`config.mk`:
```
export PLATFORM = sky130hd
export DESIGN_NAME = json_flat_object_parser_top_flat
export DESIGN_NICKNAME = d
export VERILOG_FILES = /design/src/hw/rtl/jfp_pkg.sv /design/src/hw/rtl/jfp_if.sv /design/src/hw/rtl/jfp_front.sv /design/src/hw/rtl/jfp_fifo.sv /design/src/hw/rtl/jfp_back.sv /design/src/hw/rtl/json_flat_object_parser_top.sv /design/src/flat_wrapper.sv
export SDC_FILE = /design/constraint.sdc
export NUM_CORES = 1
export LEC_CHECK = 0
export BUFFER_PORTS_ARGS = -buffer_cell sky130_fd_sc_hd__buf_4
export CAP_MARGIN = 20
export CELL_PAD_IN_SITES_DETAIL_PLACEMENT = 1
export CELL_PAD_IN_SITES_GLOBAL_PLACEMENT = 2
export CORE_MARGIN = 10
export CORE_UTILIZATION = 43
export CTS_BUF_LIST = sky130_fd_sc_hd__clkbuf_4
export CTS_CLUSTER_DIAMETER = 150
export DETAILED_ROUTE_END_ITERATION = 16
export PLACE_DENSITY_LB_ADDON = 0.2
export RECOVER_POWER = 25
export SYNTH_ARGS = -nofsm -noshare
export SYNTH_HDL_FRONTEND = slang
export SYNTH_SLANG_ARGS = --single-unit
```
`constraint.sdc`:
```
create_clock -name i_clk -period 6.1 [get_ports i_clk]
set_clock_uncertainty 0.2 [all_clocks]
set_input_delay 0.915 -clock i_clk [delete_from_list [all_inputs] [get_ports i_clk]]
set_output_delay 0.915 -clock i_clk [all_outputs]
set_load 0.02 [all_outputs]
```
`src/hw/rtl/jfp_pkg.sv`:
```
// jfp_pkg: shared types, character constants and helpers of the flat json parser
// no dependencies; used by jfp_out_if and by every parser module
package jfp_pkg;

    // result kinds as seen on the output channel
    typedef enum logic [2:0] {
        KIND_KEY_BYTE = 3'd0,
        KIND_VAL_BYTE = 3'd1,
        KIND_KEY_END  = 3'd2,
        KIND_PAIR_END = 3'd3,
        KIND_DONE     = 3'd4,
        KIND_ERROR    = 3'd5
    } t_kind;

    // parse modes of the front end
    typedef enum logic [3:0] {
        MODE_OPEN     = 4'd0,
        MODE_FIRST    = 4'd1,
        MODE_KEYQ     = 4'd2,
        MODE_KEY      = 4'd3,
        MODE_KEY_ESC  = 4'd4,
        MODE_COLON    = 4'd5,
        MODE_VALUE    = 4'd6,
        MODE_VSTR     = 4'd7,
        MODE_VSTR_ESC = 4'd8,
        MODE_VRAW     = 4'd9,
        MODE_AFTER    = 4'd10,
        MODE_IDLE     = 4'd11
    } t_mode;

    // configuration register indexes
    localparam int CFG_INDEX_W = 1;
    typedef enum logic [CFG_INDEX_W-1:0] {
        CFG_KEY_LIMIT   = 1'b0,
        CFG_VALUE_LIMIT = 1'b1
    } t_cfg_index;

    localparam logic [7:0] KEY_LIMIT_RESET   = 8'd31;
    localparam logic [7:0] VALUE_LIMIT_RESET = 8'd63;

    // characters
    localparam logic [7:0] CH_NUL    = 8'h00;
    localparam logic [7:0] CH_LBRACE = 8'h7B;
    localparam logic [7:0] CH_RBRACE = 8'h7D;
    localparam logic [7:0] CH_COLON  = 8'h3A;
    localparam logic [7:0] CH_COMMA  = 8'h2C;
    localparam logic [7:0] CH_QUOTE  = 8'h22;
    localparam logic [7:0] CH_BSLASH = 8'h5C;
    localparam logic [7:0] CH_SPACE  = 8'h20;
    localparam logic [7:0] CH_TAB    = 8'h09;
    localparam logic [7:0] CH_LF     = 8'h0A;
    localparam logic [7:0] CH_CR     = 8'h0D;
    localparam logic [7:0] CH_BS     = 8'h08;
    localparam logic [7:0] CH_FF     = 8'h0C;
    localparam logic [7:0] CH_N      = 8'h6E;
    localparam logic [7:0] CH_T      = 8'h74;
    localparam logic [7:0] CH_R      = 8'h72;
    localparam logic [7:0] CH_B      = 8'h62;
    localparam logic [7:0] CH_F      = 8'h66;

    // one queued entry: a result, optionally followed by an object done
    typedef struct packed {
        t_kind      kind;
        logic [7:0] data;
        logic       two;
    } t_entry;

    function automatic logic is_ws(input logic [7:0] c);
        return (c == CH_SPACE) || (c == CH_TAB) || (c == CH_LF) || (c == CH_CR);
    endfunction

    function automatic logic [7:0] unescape(input logic [7:0] c);
        logic [7:0] r;
        case (c)
            CH_N:    r = CH_LF;
            CH_T:    r = CH_TAB;
            CH_R:    r = CH_CR;
            CH_B:    r = CH_BS;
            CH_F:    r = CH_FF;
            default: r = c;
        endcase
        return r;
    endfunction

endpackage

```
`src/hw/rtl/jfp_if.sv`:
```
// jfp_in_if, jfp_out_if: valid/ready channels for text bytes and parse results
// depends on jfp_pkg for the result kind type
interface jfp_in_if;
    logic       valid;
    logic       ready;
    logic [7:0] in_byte;

    modport source (output valid, output in_byte, input ready);
    modport sink   (input valid, input in_byte, output ready);
endinterface

interface jfp_out_if;
    logic          valid;
    logic          ready;
    jfp_pkg::t_kind kind;
    logic [7:0]    out_byte;
    logic          last_of_run;

    modport source (output valid, output kind, output out_byte, output last_of_run,
                    input ready);
    modport sink   (input valid, input kind, input out_byte, input last_of_run,
                    output ready);
endinterface

```
`src/hw/rtl/jfp_front.sv`:
```
// jfp_front: parse state machine; takes one text byte a cycle while the result queue is not full and queues its results
// depends on jfp_pkg
module jfp_front (
    input  logic            i_clk,
    input  logic            i_rst_n,
    input  logic            i_valid,
    output logic            o_ready,
    input  logic [7:0]      i_byte,
    input  logic            i_cfg_we,
    input  logic [jfp_pkg::CFG_INDEX_W-1:0] i_cfg_index,
    input  logic [7:0]      i_cfg_data,
    input  logic            i_full,
    output logic            o_push,
    output jfp_pkg::t_entry o_entry
);
    import jfp_pkg::*;

    t_mode      r_mode, n_mode;
    logic [7:0] r_kept, n_kept;
    logic [7:0] r_key_limit;
    logic [7:0] r_value_limit;
    logic       w_accept;
    logic       w_keep_key;
    logic       w_keep_val;
    logic       w_ws;
    logic [7:0] w_unesc;

    assign o_ready    = !i_full;
    assign w_accept   = i_valid && !i_full;
    assign w_keep_key = r_kept < r_key_limit;
    assign w_keep_val = r_kept < r_value_limit;
    assign w_ws       = is_ws(i_byte);
    assign w_unesc    = unescape(i_byte);

    // configuration registers
    always_ff @(posedge i_clk) begin
        if (!i_rst_n) begin
            r_key_limit   <= KEY_LIMIT_RESET;
            r_value_limit <= VALUE_LIMIT_RESET;
        end else if (i_cfg_we) begin
            unique case (t_cfg_index'(i_cfg_index))
                CFG_KEY_LIMIT:   r_key_limit   <= i_cfg_data;
                CFG_VALUE_LIMIT: r_value_limit <= i_cfg_data;
                default: ;
            endcase
        end
    end

    // mode and kept count
    always_ff @(posedge i_clk) begin
        if (!i_rst_n) begin
            r_mode <= MODE_OPEN;
            r_kept <= 8'd0;
        end else begin
            r_mode <= n_mode;
            r_kept <= n_kept;
        end
    end

    // next state
    always_comb begin
        n_mode = r_mode;
        n_kept = r_kept;
        if (w_accept) begin
            if (i_byte == CH_NUL) begin
                n_mode = MODE_OPEN;
            end else begin
                unique case (r_mode)
                    MODE_IDLE: ;
                    MODE_OPEN: begin
                        if (i_byte == CH_LBRACE) n_mode = MODE_FIRST;
                        else if (!w_ws) n_mode = MODE_IDLE;
                    end
                    MODE_FIRST, MODE_KEYQ: begin
                        if (!w_ws) begin
                            if (i_byte == CH_QUOTE) begin
                                n_mode = MODE_KEY;
                                n_kept = 8'd0;
                            end else begin
                                n_mode = MODE_IDLE;
                            end
                        end
                    end
                    MODE_KEY: begin
                        if (i_byte == CH_QUOTE) n_mode = MODE_COLON;
                        else if (i_byte == CH_BSLASH) n_mode = MODE_KEY_ESC;
                        else if (w_keep_key) n_kept = r_kept + 8'd1;
                    end
                    MODE_KEY_ESC: begin
                        if (w_keep_key) n_kept = r_kept + 8'd1;
                        n_mode = MODE_KEY;
                    end
                    MODE_COLON: begin
                        if (i_byte == CH_COLON) n_mode = MODE_VALUE;
                        else if (!w_ws) n_mode = MODE_IDLE;
                    end
                    MODE_VALUE: begin
                        if (!w_ws) begin
                            n_kept = 8'd0;
                            if (i_byte == CH_QUOTE) n_mode = MODE_VSTR;
                            else if (i_byte == CH_COMMA) n_mode = MODE_KEYQ;
                            else if (i_byte == CH_RBRACE) n_mode = MODE_IDLE;
                            else begin
                                // first raw value byte counts when the limit is nonzero
                                n_kept = {7'd0, (r_value_limit != 8'd0)};
                                n_mode = MODE_VRAW;
                            end
                        end
                    end
                    MODE_VSTR: begin
                        if (i_byte == CH_QUOTE) n_mode = MODE_AFTER;
                        else if (i_byte == CH_BSLASH) n_mode = MODE_VSTR_ESC;
                        else if (w_keep_val) n_kept = r_kept + 8'd1;
                    end
                    MODE_VSTR_ESC: begin
                        if (w_keep_val) n_kept = r_kept + 8'd1;
                        n_mode = MODE_VSTR;
                    end
                    MODE_VRAW: begin
                        if (i_byte == CH_COMMA) n_mode = MODE_KEYQ;
                        else if (i_byte == CH_RBRACE) n_mode = MODE_IDLE;
                        else if (w_ws) n_mode = MODE_AFTER;
                        else if (w_keep_val) n_kept = r_kept + 8'd1;
                    end
                    MODE_AFTER: begin
                        if (i_byte == CH_COMMA) n_mode = MODE_KEYQ;
                        else if (i_byte == CH_RBRACE) n_mode = MODE_IDLE;
                        else if (!w_ws) n_mode = MODE_IDLE;
                    end
                    default: n_mode = MODE_IDLE;
                endcase
            end
        end
    end

    // queued results
    always_comb begin
        o_push        = 1'b0;
        o_entry.kind  = KIND_ERROR;
        o_entry.data  = 8'd0;
        o_entry.two   = 1'b0;
        if (w_accept && (r_mode != MODE_IDLE)) begin
            if (i_byte == CH_NUL) begin
                o_push = 1'b1;
            end else begin
                unique case (r_mode)
                    MODE_OPEN: begin
                        o_push = (i_byte != CH_LBRACE) && !w_ws;
                    end
                    MODE_FIRST, MODE_KEYQ: begin
                        if (!w_ws && (i_byte != CH_QUOTE)) begin
                            o_push = 1'b1;
                            if ((i_byte == CH_RBRACE) && (r_mode == MODE_FIRST))
                                o_entry.kind = KIND_DONE;
                        end
                    end
                    MODE_KEY: begin
                        if (i_byte == CH_QUOTE) begin
                            o_push       = 1'b1;
                            o_entry.kind = KIND_KEY_END;
                        end else if (i_byte != CH_BSLASH) begin
                            o_push       = w_keep_key;
                            o_entry.kind = KIND_KEY_BYTE;
                            o_entry.data = i_byte;
                        end
                    end
                    MODE_KEY_ESC: begin
                        o_push       = w_keep_key;
                        o_entry.kind = KIND_KEY_BYTE;
                        o_entry.data = w_unesc;
                    end
                    MODE_COLON: begin
                        o_push = (i_byte != CH_COLON) && !w_ws;
                    end
                    MODE_VALUE: begin
                        if (i_byte == CH_COMMA) begin
                            o_push       = 1'b1;
                            o_entry.kind = KIND_PAIR_END;
                        end else if (i_byte == CH_RBRACE) begin
                            o_push       = 1'b1;
                            o_entry.kind = KIND_PAIR_END;
                            o_entry.two  = 1'b1;
                        end else if (!w_ws && (i_byte != CH_QUOTE)) begin
                            o_push       = (r_value_limit != 8'd0);
                            o_entry.kind = KIND_VAL_BYTE;
                            o_entry.data = i_byte;
                        end
                    end
                    MODE_VSTR: begin
                        if (i_byte == CH_QUOTE) begin
                            o_push       = 1'b1;
                            o_entry.kind = KIND_PAIR_END;
                        end else if (i_byte != CH_BSLASH) begin
                            o_push       = w_keep_val;
                            o_entry.kind = KIND_VAL_BYTE;
                            o_entry.data = i_byte;
                        end
                    end
                    MODE_VSTR_ESC: begin
                        o_push       = w_keep_val;
                        o_entry.kind = KIND_VAL_BYTE;
                        o_entry.data = w_unesc;
                    end
                    MODE_VRAW: begin
                        if ((i_byte == CH_COMMA) || w_ws) begin
                            o_push       = 1'b1;
                            o_entry.kind = KIND_PAIR_END;
                        end else if (i_byte == CH_RBRACE) begin
                            o_push       = 1'b1;
                            o_entry.kind = KIND_PAIR_END;
                            o_entry.two  = 1'b1;
                        end else begin
                            o_push       = w_keep_val;
                            o_entry.kind = KIND_VAL_BYTE;
                            o_entry.data = i_byte;
                        end
                    end
                    MODE_AFTER: begin
                        if (i_byte == CH_RBRACE) begin
                            o_push       = 1'b1;
                            o_entry.kind = KIND_DONE;
                        end else if ((i_byte != CH_COMMA) && !w_ws) begin
                            o_push = 1'b1;
                        end
                    end
                    default: o_push = 1'b1;
                endcase
            end
        end
    end

endmodule

```
`src/hw/rtl/jfp_fifo.sv`:
```
// jfp_fifo: short result queue between the parse front end and the output back end
// depends on jfp_pkg for the entry type
module jfp_fifo #(
    parameter int DEPTH = 4
) (
    input  logic            i_clk,
    input  logic            i_rst_n,
    input  logic            i_push,
    input  jfp_pkg::t_entry i_entry,
    output logic            o_full,
    input  logic            i_pop,
    output logic            o_empty,
    output jfp_pkg::t_entry o_head
);
    import jfp_pkg::*;

    localparam int PTR_W = (DEPTH > 1) ? $clog2(DEPTH) : 1;
    localparam int CNT_W = $clog2(DEPTH + 1);

    t_entry             r_mem [DEPTH];
    logic [PTR_W-1:0]   r_wr_ptr, r_rd_ptr;
    logic [CNT_W-1:0]   r_count;
    logic               w_wr;
    logic               w_rd;

    assign o_full  = (r_count == CNT_W'(DEPTH));
    assign o_empty = (r_count == '0);
    assign w_wr    = i_push && !o_full;
    assign w_rd    = i_pop && !o_empty;
    assign o_head  = r_mem[r_rd_ptr];

    // entry storage
    always_ff @(posedge i_clk) begin
        if (w_wr) r_mem[r_wr_ptr] <= i_entry;
    end

    // pointers and fill count
    always_ff @(posedge i_clk) begin
        if (!i_rst_n) begin
            r_wr_ptr <= '0;
            r_rd_ptr <= '0;
            r_count  <= '0;
        end else begin
            if (w_wr) begin
                r_wr_ptr <= (r_wr_ptr == PTR_W'(DEPTH - 1)) ? '0 : r_wr_ptr + PTR_W'(1);
            end
            if (w_rd) begin
                r_rd_ptr <= (r_rd_ptr == PTR_W'(DEPTH - 1)) ? '0 : r_rd_ptr + PTR_W'(1);
            end
            if (w_wr && !w_rd) r_count <= r_count + CNT_W'(1);
            else if (w_rd && !w_wr) r_count <= r_count - CNT_W'(1);
        end
    end

endmodule

```
`src/hw/rtl/jfp_back.sv`:
```
// jfp_back: drains the result queue, splitting a pair end plus done into two words
// depends on jfp_pkg for the entry and kind types
module jfp_back (
    input  logic            i_clk,
    input  logic            i_rst_n,
    input  logic            i_empty,
    input  jfp_pkg::t_entry i_head,
    output logic            o_pop,
    output logic            o_valid,
    input  logic            i_ready,
    output jfp_pkg::t_kind  o_kind,
    output logic [7:0]      o_out_byte,
    output logic            o_last_of_run
);
    import jfp_pkg::*;

    logic r_second, n_second;
    logic w_take;

    assign o_valid = !i_empty;
    assign w_take  = o_valid && i_ready;

    // second word of a two-word entry
    always_comb begin
        n_second = r_second;
        if (w_take) n_second = i_head.two && !r_second;
    end

    always_ff @(posedge i_clk) begin
        if (!i_rst_n) r_second <= 1'b0;
        else          r_second <= n_second;
    end

    // output word select and queue pop
    always_comb begin
        o_kind        = r_second ? KIND_DONE : i_head.kind;
        o_out_byte    = r_second ? 8'd0 : i_head.data;
        o_last_of_run = r_second || !i_head.two;
        o_pop         = w_take && o_last_of_run;
    end

endmodule

```
`src/hw/rtl/json_flat_object_parser_top.sv`:
```
// json_flat_object_parser_top: byte-serial flat json object parser
// depends on jfp_pkg, jfp_in_if, jfp_out_if, jfp_front, jfp_fifo, jfp_back
//
//  channel   dir  handshake            word
//  i_in      in   valid/ready          in_byte
//  o_out     out  valid/ready          kind, out_byte, last_of_run
//  i_cfg_*   in   write enable only    index, data (key/value keep limits)
//
// one text byte is taken every cycle while the result queue has room
// a pair end followed by object done leaves as two words, the pair end first
// results are written into the result queue and reach o_out from its head; queue depth QUEUE_DEPTH entries
// synchronous active-low reset; the limits reset to 31 and 63
// an output stall backs up the queue, then drops i_in.ready
module json_flat_object_parser_top #(
    parameter int QUEUE_DEPTH = 4
) (
    input  logic        i_clk,
    input  logic        i_rst_n,
    jfp_in_if.sink      i_in,
    jfp_out_if.source   o_out,
    input  logic        i_cfg_we,
    input  logic [jfp_pkg::CFG_INDEX_W-1:0] i_cfg_index,
    input  logic [7:0]  i_cfg_data
);
    import jfp_pkg::*;

    logic   w_push;
    logic   w_full;
    logic   w_pop;
    logic   w_empty;
    t_entry w_entry;
    t_entry w_head;

    // parse front end
    jfp_front u_front (
        .i_clk       (i_clk),
        .i_rst_n     (i_rst_n),
        .i_valid     (i_in.valid),
        .o_ready     (i_in.ready),
        .i_byte      (i_in.in_byte),
        .i_cfg_we    (i_cfg_we),
        .i_cfg_index (i_cfg_index),
        .i_cfg_data  (i_cfg_data),
        .i_full      (w_full),
        .o_push      (w_push),
        .o_entry     (w_entry)
    );

    // result queue
    jfp_fifo #(
        .DEPTH (QUEUE_DEPTH)
    ) u_fifo (
        .i_clk   (i_clk),
        .i_rst_n (i_rst_n),
        .i_push  (w_push),
        .i_entry (w_entry),
        .o_full  (w_full),
        .i_pop   (w_pop),
        .o_empty (w_empty),
        .o_head  (w_head)
    );

    // output back end
    jfp_back u_back (
        .i_clk         (i_clk),
        .i_rst_n       (i_rst_n),
        .i_empty       (w_empty),
        .i_head        (w_head),
        .o_pop         (w_pop),
        .o_valid       (o_out.valid),
        .i_ready       (o_out.ready),
        .o_kind        (o_out.kind),
        .o_out_byte    (o_out.out_byte),
        .o_last_of_run (o_out.last_of_run)
    );

endmodule
```
`src/flat_wrapper.sv`:
```
// flat-port wrapper written by rule: the top's interface ports become plain ports
module json_flat_object_parser_top_flat import jfp_pkg::*;
#(
    parameter int QUEUE_DEPTH = 4
)
  (i_clk, i_rst_n, i_cfg_we, i_cfg_index, i_cfg_data, i_in_valid, i_in_in_byte, i_in_ready, o_out_valid, o_out_kind, o_out_out_byte, o_out_last_of_run, o_out_ready);
  jfp_in_if i_in_i ();
  jfp_out_if o_out_i ();
  input  logic i_clk;
  input  logic i_rst_n;
  input  logic i_cfg_we;
  input  logic [jfp_pkg::CFG_INDEX_W-1:0] i_cfg_index;
  input  logic [7:0] i_cfg_data;
  input wire logic [$bits(i_in_i.valid)-1:0] i_in_valid;
  input wire logic [$bits(i_in_i.in_byte)-1:0] i_in_in_byte;
  output wire logic [$bits(i_in_i.ready)-1:0] i_in_ready;
  output wire logic [$bits(o_out_i.valid)-1:0] o_out_valid;
  output wire logic [$bits(o_out_i.kind)-1:0] o_out_kind;
  output wire logic [$bits(o_out_i.out_byte)-1:0] o_out_out_byte;
  output wire logic [$bits(o_out_i.last_of_run)-1:0] o_out_last_of_run;
  input wire logic [$bits(o_out_i.ready)-1:0] o_out_ready;
  assign i_in_i.valid = i_in_valid;
  assign i_in_i.in_byte = i_in_in_byte;
  assign i_in_ready = i_in_i.ready;
  assign o_out_valid = o_out_i.valid;
  assign o_out_kind = o_out_i.kind;
  assign o_out_out_byte = o_out_i.out_byte;
  assign o_out_last_of_run = o_out_i.last_of_run;
  assign o_out_i.ready = o_out_ready;
  json_flat_object_parser_top #(.QUEUE_DEPTH(QUEUE_DEPTH)) u_core (.i_clk(i_clk), .i_rst_n(i_rst_n), .i_in(i_in_i), .o_out(o_out_i), .i_cfg_we(i_cfg_we), .i_cfg_index(i_cfg_index), .i_cfg_data(i_cfg_data));
endmodule
```
==> results of run 1 <==
cells in the final DEF (no fill, tap or decap), types with 21 or more instances in the layout:
cell type / netlist / final
inv_1: 23 / 23
nand2_1: 65 / 65
o21ai_0: 34 / 34
buf_4: 1 / 34
nor2b_1: 22 / 22
nor2_1: 34 / 34
ha_1: 21 / 21
a21oi_1: 36 / 36
edfxtp_1: 48 / 48
dfxtp_1: 38 / 38
area by class of cell:
class,count,share of cell area (%)
clock buffers,10,1.371
clock inverters,6,1.303
inverters,24,1.645
multi-input cells,386,47.26
flip-flops and latches,86,40.22
well taps,143,3.268
repair buffers,38,4.936
kinds of logic after synthesis:
kind of cell	count (synthesis)
buffers and inverters	53
multiplexers	18
XOR/XNOR	3
flip-flops	86
adder cells (fa/ha/maj)	22
AO/OA/AOI/OAI	133
AND/OR/NAND/NOR	210
metrics by stage:
step | power (uW) | util [%] | area (um2) | instances
2_1_floorplan | 1481 | - | 4996 | 525
3_3_place_gp | 1786 | 46.80 | 5344 | 677
3_5_place_dp | 1817 | 46.80 | 5344 | 677
4_1_cts | 2159 | 48.08 | 5490 | 693
5_1_grt | 2294 | 47.95 | 5475 | 693
6_report | 2144 | 47.95 | 5475 | 693
state kept, by name, summed over array words and instances (netlist names), 2 cells and up, named ones only:
name / flops
u_core.u_front.r_value_limit: 8
u_core.u_fifo.r_count: 3
u_core.u_front.r_key_limit: 8
u_core.u_front.r_mode: 4
u_core.u_front.r_kept: 8
u_core.u_fifo.r_wr_ptr: 2
u_core.u_fifo.r_mem: 48
u_core.u_fifo.r_rd_ptr: 2
critical path: stages:
cell and delay, ns:
clkbuf_1 0.18, nor4_1 0.73, o211a_1 0.32, or2_2 0.17
a222oi_1 0.08, nor2_1 0.32, or2_2 0.26, ha_1 0.21
inv_1 0.06, fa_1 0.37, xor2_1 0.17, or3_1 0.31
a21oi_1 0.14
metal layers:
layer	share of wire, %	routed length, um	vias up	track usage [%]
met5	0	0	-	0
met4	1.3	190	0	5.563
met3	3.7	525	16	2.854
met2	47	6733	80	27.33
met1	48	6747	2070	24.52
li1	-	-	1985	-
how the worst min path moves through the flow:
stage                                   from  slack (ns)  cells after the start                             to
2_1_floorplan  u_core.u_front.r_key_limit[5]        0.24                      2  u_core.u_front.r_key_limit[5]
3_3_place_gp   u_core.u_front.r_key_limit[5]        0.25                      2  u_core.u_front.r_key_limit[5]
3_5_place_dp   u_core.u_front.r_key_limit[5]        0.26                      2  u_core.u_front.r_key_limit[5]
4_1_cts        u_core.u_front.r_key_limit[5]        0.28                      2  u_core.u_front.r_key_limit[5]
5_1_grt        u_core.u_front.r_key_limit[5]        0.30                      2  u_core.u_front.r_key_limit[5]
6_report       u_core.u_front.r_key_limit[6]        0.28                      2  u_core.u_front.r_key_limit[6]
power groups by stage:
stage               clock [uW]  combinational (uW)  sequential, uW
floorplan                    0                 715             767
global placement             0                 949             837
detailed placement           0                 970             847
CTS                        352                 974             833
global route               379                1070             848
finish                     345                 966             833
==> metrics, run 1 <==
status completed; vias per cell 5.990; crit share post-route about two thirds; die height 127.8 um; P&R area growth vs syn 9.592%; switching pwr 907.9 uW; Unique masters post-synth 68; Compound-Gate Fraction of Synth Area 17.10%; Yosys top cell area share 28.85%; # setup viols final 0; Setup crit end kind register; Crit Path Category primary input to register; setup_tns 0 ns; Post-CTS Setup Repair Bufs 0; largest family of logic cells by synthesized area simple AND/OR/NAND/NOR gates; DPL Wire Length approximately 11000 um; XOR/XNOR share of the synthesized area less than 1%; Worst Setup SP i_in_in_byte[4]; synthesized flop and latch total 86; first-pass GRT wire length 23010 um; r2r setup slk 2.21 ns; P_leak 0.002067 uW; Seq pwr share between 30% and 40%; Switching Share a little over two fifths; WL final 14200 um; top post-synthesis cells by count nand2_1, edfxtp_1, dfxtp_1; CTS Hold Bufs 0; Core Region 11420 um2; ranking of synthesized cells by area edfxtp_1, dfxtp_1, mux4_2, ha_1, nand2_1; area of the multi-input gates ~2600 um2; clock share of power 16.1%; Reg area 2202 um2; Post-synth top flop edfxtp_1; Worst EP required roughly 6.3 ns; Reg clk slew, reported paths 0.14 ns; Seq/Total Area, Yosys between 40 and 50%; Hold WS 0.2758 ns; Async SR Flop Fraction 0%; EDFF count, synth 48; Max Cap Viol 0; number of buffers created by CTS 9; Mapped Area 4996 um2; Syn Area/Cell around 9.5 um2; combinational group share of total power 45.0%; internal power 1236 uW; CP endpoint u_core.u_fifo.r_count[2]; leading area contributor after synthesis edfxtp_1; RSZ-0062 raised after global routing no; crit start category primary input; CTS sink count 86; router iterations before antenna repair 5; slew of the pin with the lowest slew margin 0.8952 ns; cells after synthesis 525; share of layout cells above drive strength 1 13.45%; largest net degree at the start of global routing 30; number of antenna diodes 0; pwr dens approximately 400 nW/um2; CTS tree yes; Die Width around 130 um; Port-buffer cells 35; Setup WS pre-CTS 1.647 ns; num rows 39; worst endpoint data arrival time 4.24 ns; grt total ovfl 0; fin crit period 4.043 ns; clk_lat worst skew approximately 0.47 ns; Fmax 247.4 MHz; GRT Util Overall 17.62%; post_cts resized 0; synthesis warning total 0; RR Startpoint u_core.u_front.r_mode[0]; clock buffer depth 2; max-slew violation count 0; Syn Nets 569; Final Hold Vio Count 0; Post-Synth Simple-Gate Area 21.89%; count leader, synth nand2_1; Final nets 589; mux cell area share after synthesis ~6.6%; drt drc 0; fillcell total 1329; WL/cell 20.48 um; CTS HTree Levels 3; Worst Hold Class register to register; Die Area approximately 16000 um2; adder-cell share of the synthesized area 5.660%; Initial Utilization a little over two fifths; Reg2Reg Capture Point u_core.u_fifo.r_count[2]; vias in the first global route 4147; PnR worst setup slack 2.057 ns; Rel. slew slack 39.96%; IO Count 36; initial antenna violation count 0; CTS root buf clkbuf_4; initial DRC count 373; number of antenna-violating nets in the routed design 0; CP max FO 8; routed vias 4151; Final GP Congestion 0.9018; reg2reg path depth 12; Max VDD drop 0.0002178 V
(Power assumes the default switching activity.)
==> run 2, diff against run 1 <==
--- a/config.mk
+++ b/config.mk
@@ -10,7 +10,7 @@
 export CELL_PAD_IN_SITES_DETAIL_PLACEMENT = 1
 export CELL_PAD_IN_SITES_GLOBAL_PLACEMENT = 2
 export CORE_MARGIN = 10
-export CORE_UTILIZATION = 43
+export CORE_UTILIZATION = 40
 export CTS_BUF_LIST = sky130_fd_sc_hd__clkbuf_4
 export CTS_CLUSTER_DIAMETER = 150
 export DETAILED_ROUTE_END_ITERATION = 16
==> constraint.sdc (replaced) <==
create_clock -name i_clk -period 3.9 [get_ports i_clk]
set_clock_uncertainty 0.2 [all_clocks]
set_input_delay 0.585 -clock i_clk [delete_from_list [all_inputs] [get_ports i_clk]]
set_output_delay 0.585 -clock i_clk [all_outputs]
set_load 0.02 [all_outputs]
==> run 2 against run 1 <==
Net effect:
- critical path depth is 1 lower
- final cell count is 7.6% higher
- utilization is 0.87 points lower
- worst setup slack worse by 1.7 ns
- sequential power is 49% higher
- global-route usage is 0.84 points lower
- largest cell class unchanged
==> metrics, run 2 (synthesis gave the netlist of run 1 again) <==
status completed; DPL Wire Length about 11000 um; P&R area growth vs syn 14.12%; CP max FO 5; Fmax around 280 MHz; routed vias between 4000 and 5000; CTS Hold Bufs 0; GRT Util Overall 16.78%; reg2reg path depth 12; CTS tree yes; Core Region 12110 um2; WL final about 15000 um; vias per cell between 5 and 6; Worst Setup SP u_core.u_front.r_kept[1]; number of buffers created by CTS 9; IO Count 36; number of antenna-violating nets in the routed design 0; clock buffer depth 2; slew of the pin with the lowest slew margin 1.009 ns; largest net degree at the start of global routing 28; CTS sink count 86; share of layout cells above drive strength 1 16.78%; WL/cell 19.46 um; Rel. slew slack 32.74%; PnR worst setup slack 0.3200 ns; Crit Path Category register to register; router iterations before antenna repair 4; Initial Utilization 41.25%; Worst EP required 4.08 ns; number of antenna diodes 0; grt total ovfl 0; first-pass GRT wire length between 20000 and 25000 um; Die Area 17360 um2; pwr dens 605.6 nW/um2; drt drc 0; Reg2Reg Capture Point u_core.u_fifo.r_count[2]; fin crit period 3.580 ns; Final Hold Vio Count 0; max-slew violation count 0; setup_tns 0 ns; initial antenna violation count 0; Final GP Congestion 0.9318; Die Width approximately 130 um; RSZ-0062 raised after global routing no; vias in the first global route 4370; clk_lat worst skew 0.45 ns; worst endpoint data arrival time 3.76 ns; most flop-heavy register u_core.u_fifo.r_mem; P_leak around 0.0022 uW; Setup WS pre-CTS 0.2672 ns; Max Cap Viol 0; r2r setup slk roughly 0.32 ns; Max VDD drop 0.0003648 V; commonest cells after routing, fill and taps aside nand2_1, buf_4, edfxtp_1; die height between 100 and 150 um; Worst Hold Class primary input to register; Post-CTS Setup Repair Bufs 0; CP endpoint u_core.u_fifo.r_count[2]; crit start category register; Setup crit end kind register; initial DRC count 341; Reg clk slew, reported paths between 0.1 and 0.15 ns; post_cts resized 0; commonest non-fill, non-tap cell in the layout nand2_1; Largest register FFs 48; num rows 40; # setup viols final 0; RR Startpoint u_core.u_front.r_kept[1]; crit share post-route just over 90%; Port-buffer cells 35; CTS root buf clkbuf_4; Final nets 617; CTS HTree Levels 3
run 2: cell count changes in the layout (fill, tap and decap cells not counted), sizes merged:
cell | previous run | this run
buf | 34 | 59
clkbuf | 14 | 17
bufinv | 1 | 2
clkinvlp | 2 | 1
run 2: where the power goes:
part           switching [uW]  total [uW]  internal, uW
registers                 111        1240          1130
logic                     981        1650           664
clock network             301         567           266
run 2: worst min path at each step:
stage | start | to | cells past startpoint
after detailed placement | u_core.u_front.r_key_limit[5] | u_core.u_front.r_key_limit[5] | 2
after CTS | i_cfg_data[0] | u_core.u_front.r_value_limit[0] | 3
after global routing | i_cfg_data[0] | u_core.u_front.r_key_limit[0] | 3
final | i_cfg_data[0] | u_core.u_front.r_value_limit[0] | 3
after floorplan | u_core.u_front.r_key_limit[5] | u_core.u_front.r_key_limit[5] | 2
after global placement | u_core.u_front.r_key_limit[5] | u_core.u_front.r_key_limit[5] | 2
run 2: cell type report:
class                   count  area [um2]
clock buffers              10       75.07
repair buffers             66       469.2
multi-input cells         386        2570
inverters                  24       90.09
clock inverters             6       85.08
fillers                  1450        6410
well taps                 168       210.2
flip-flops and latches     86        2202
run 2: metrics by stage:
step / instances / cell area (um2) / utilization [%] / total power [uW] / hold slack (ns)
after global routing: 746 / 5702 / 47.08 / 3715 / 0.1194
after CTS: 746 / 5746 / 47.44 / 3503 / 0.1009
after global placement: 730 / 5585 / 46.12 / 2874 / 0.2507
final: 746 / 5702 / 47.08 / 3453 / 0.1488
after floorplan: 525 / 4996 / - / 2317 / 0.2363
after detailed placement: 730 / 5585 / 46.12 / 2925 / 0.2518
run 2: layer usage:
metal  up-vias  part of all wire, %  track usage [%]
met5         -                    0                0
met4         0                  1.7            4.759
met3        20                  3.3            3.544
met2        84                   47            26.85
met1      2080                   48            22.31
li1       2055                    -                -
run 2: worst max-delay path, stage by stage, from the launching register on:
cell and delay, ns:
dfxtp_1 0.48, ha_1 0.28, a2111o_1 0.36, a311oi_1 0.46
o211ai_1 0.15, a31oi_1 0.22, or2_2 0.16, ha_1 0.17
inv_1 0.06, fa_1 0.37, xor2_1 0.18, or3_1 0.30
a21oi_1 0.14
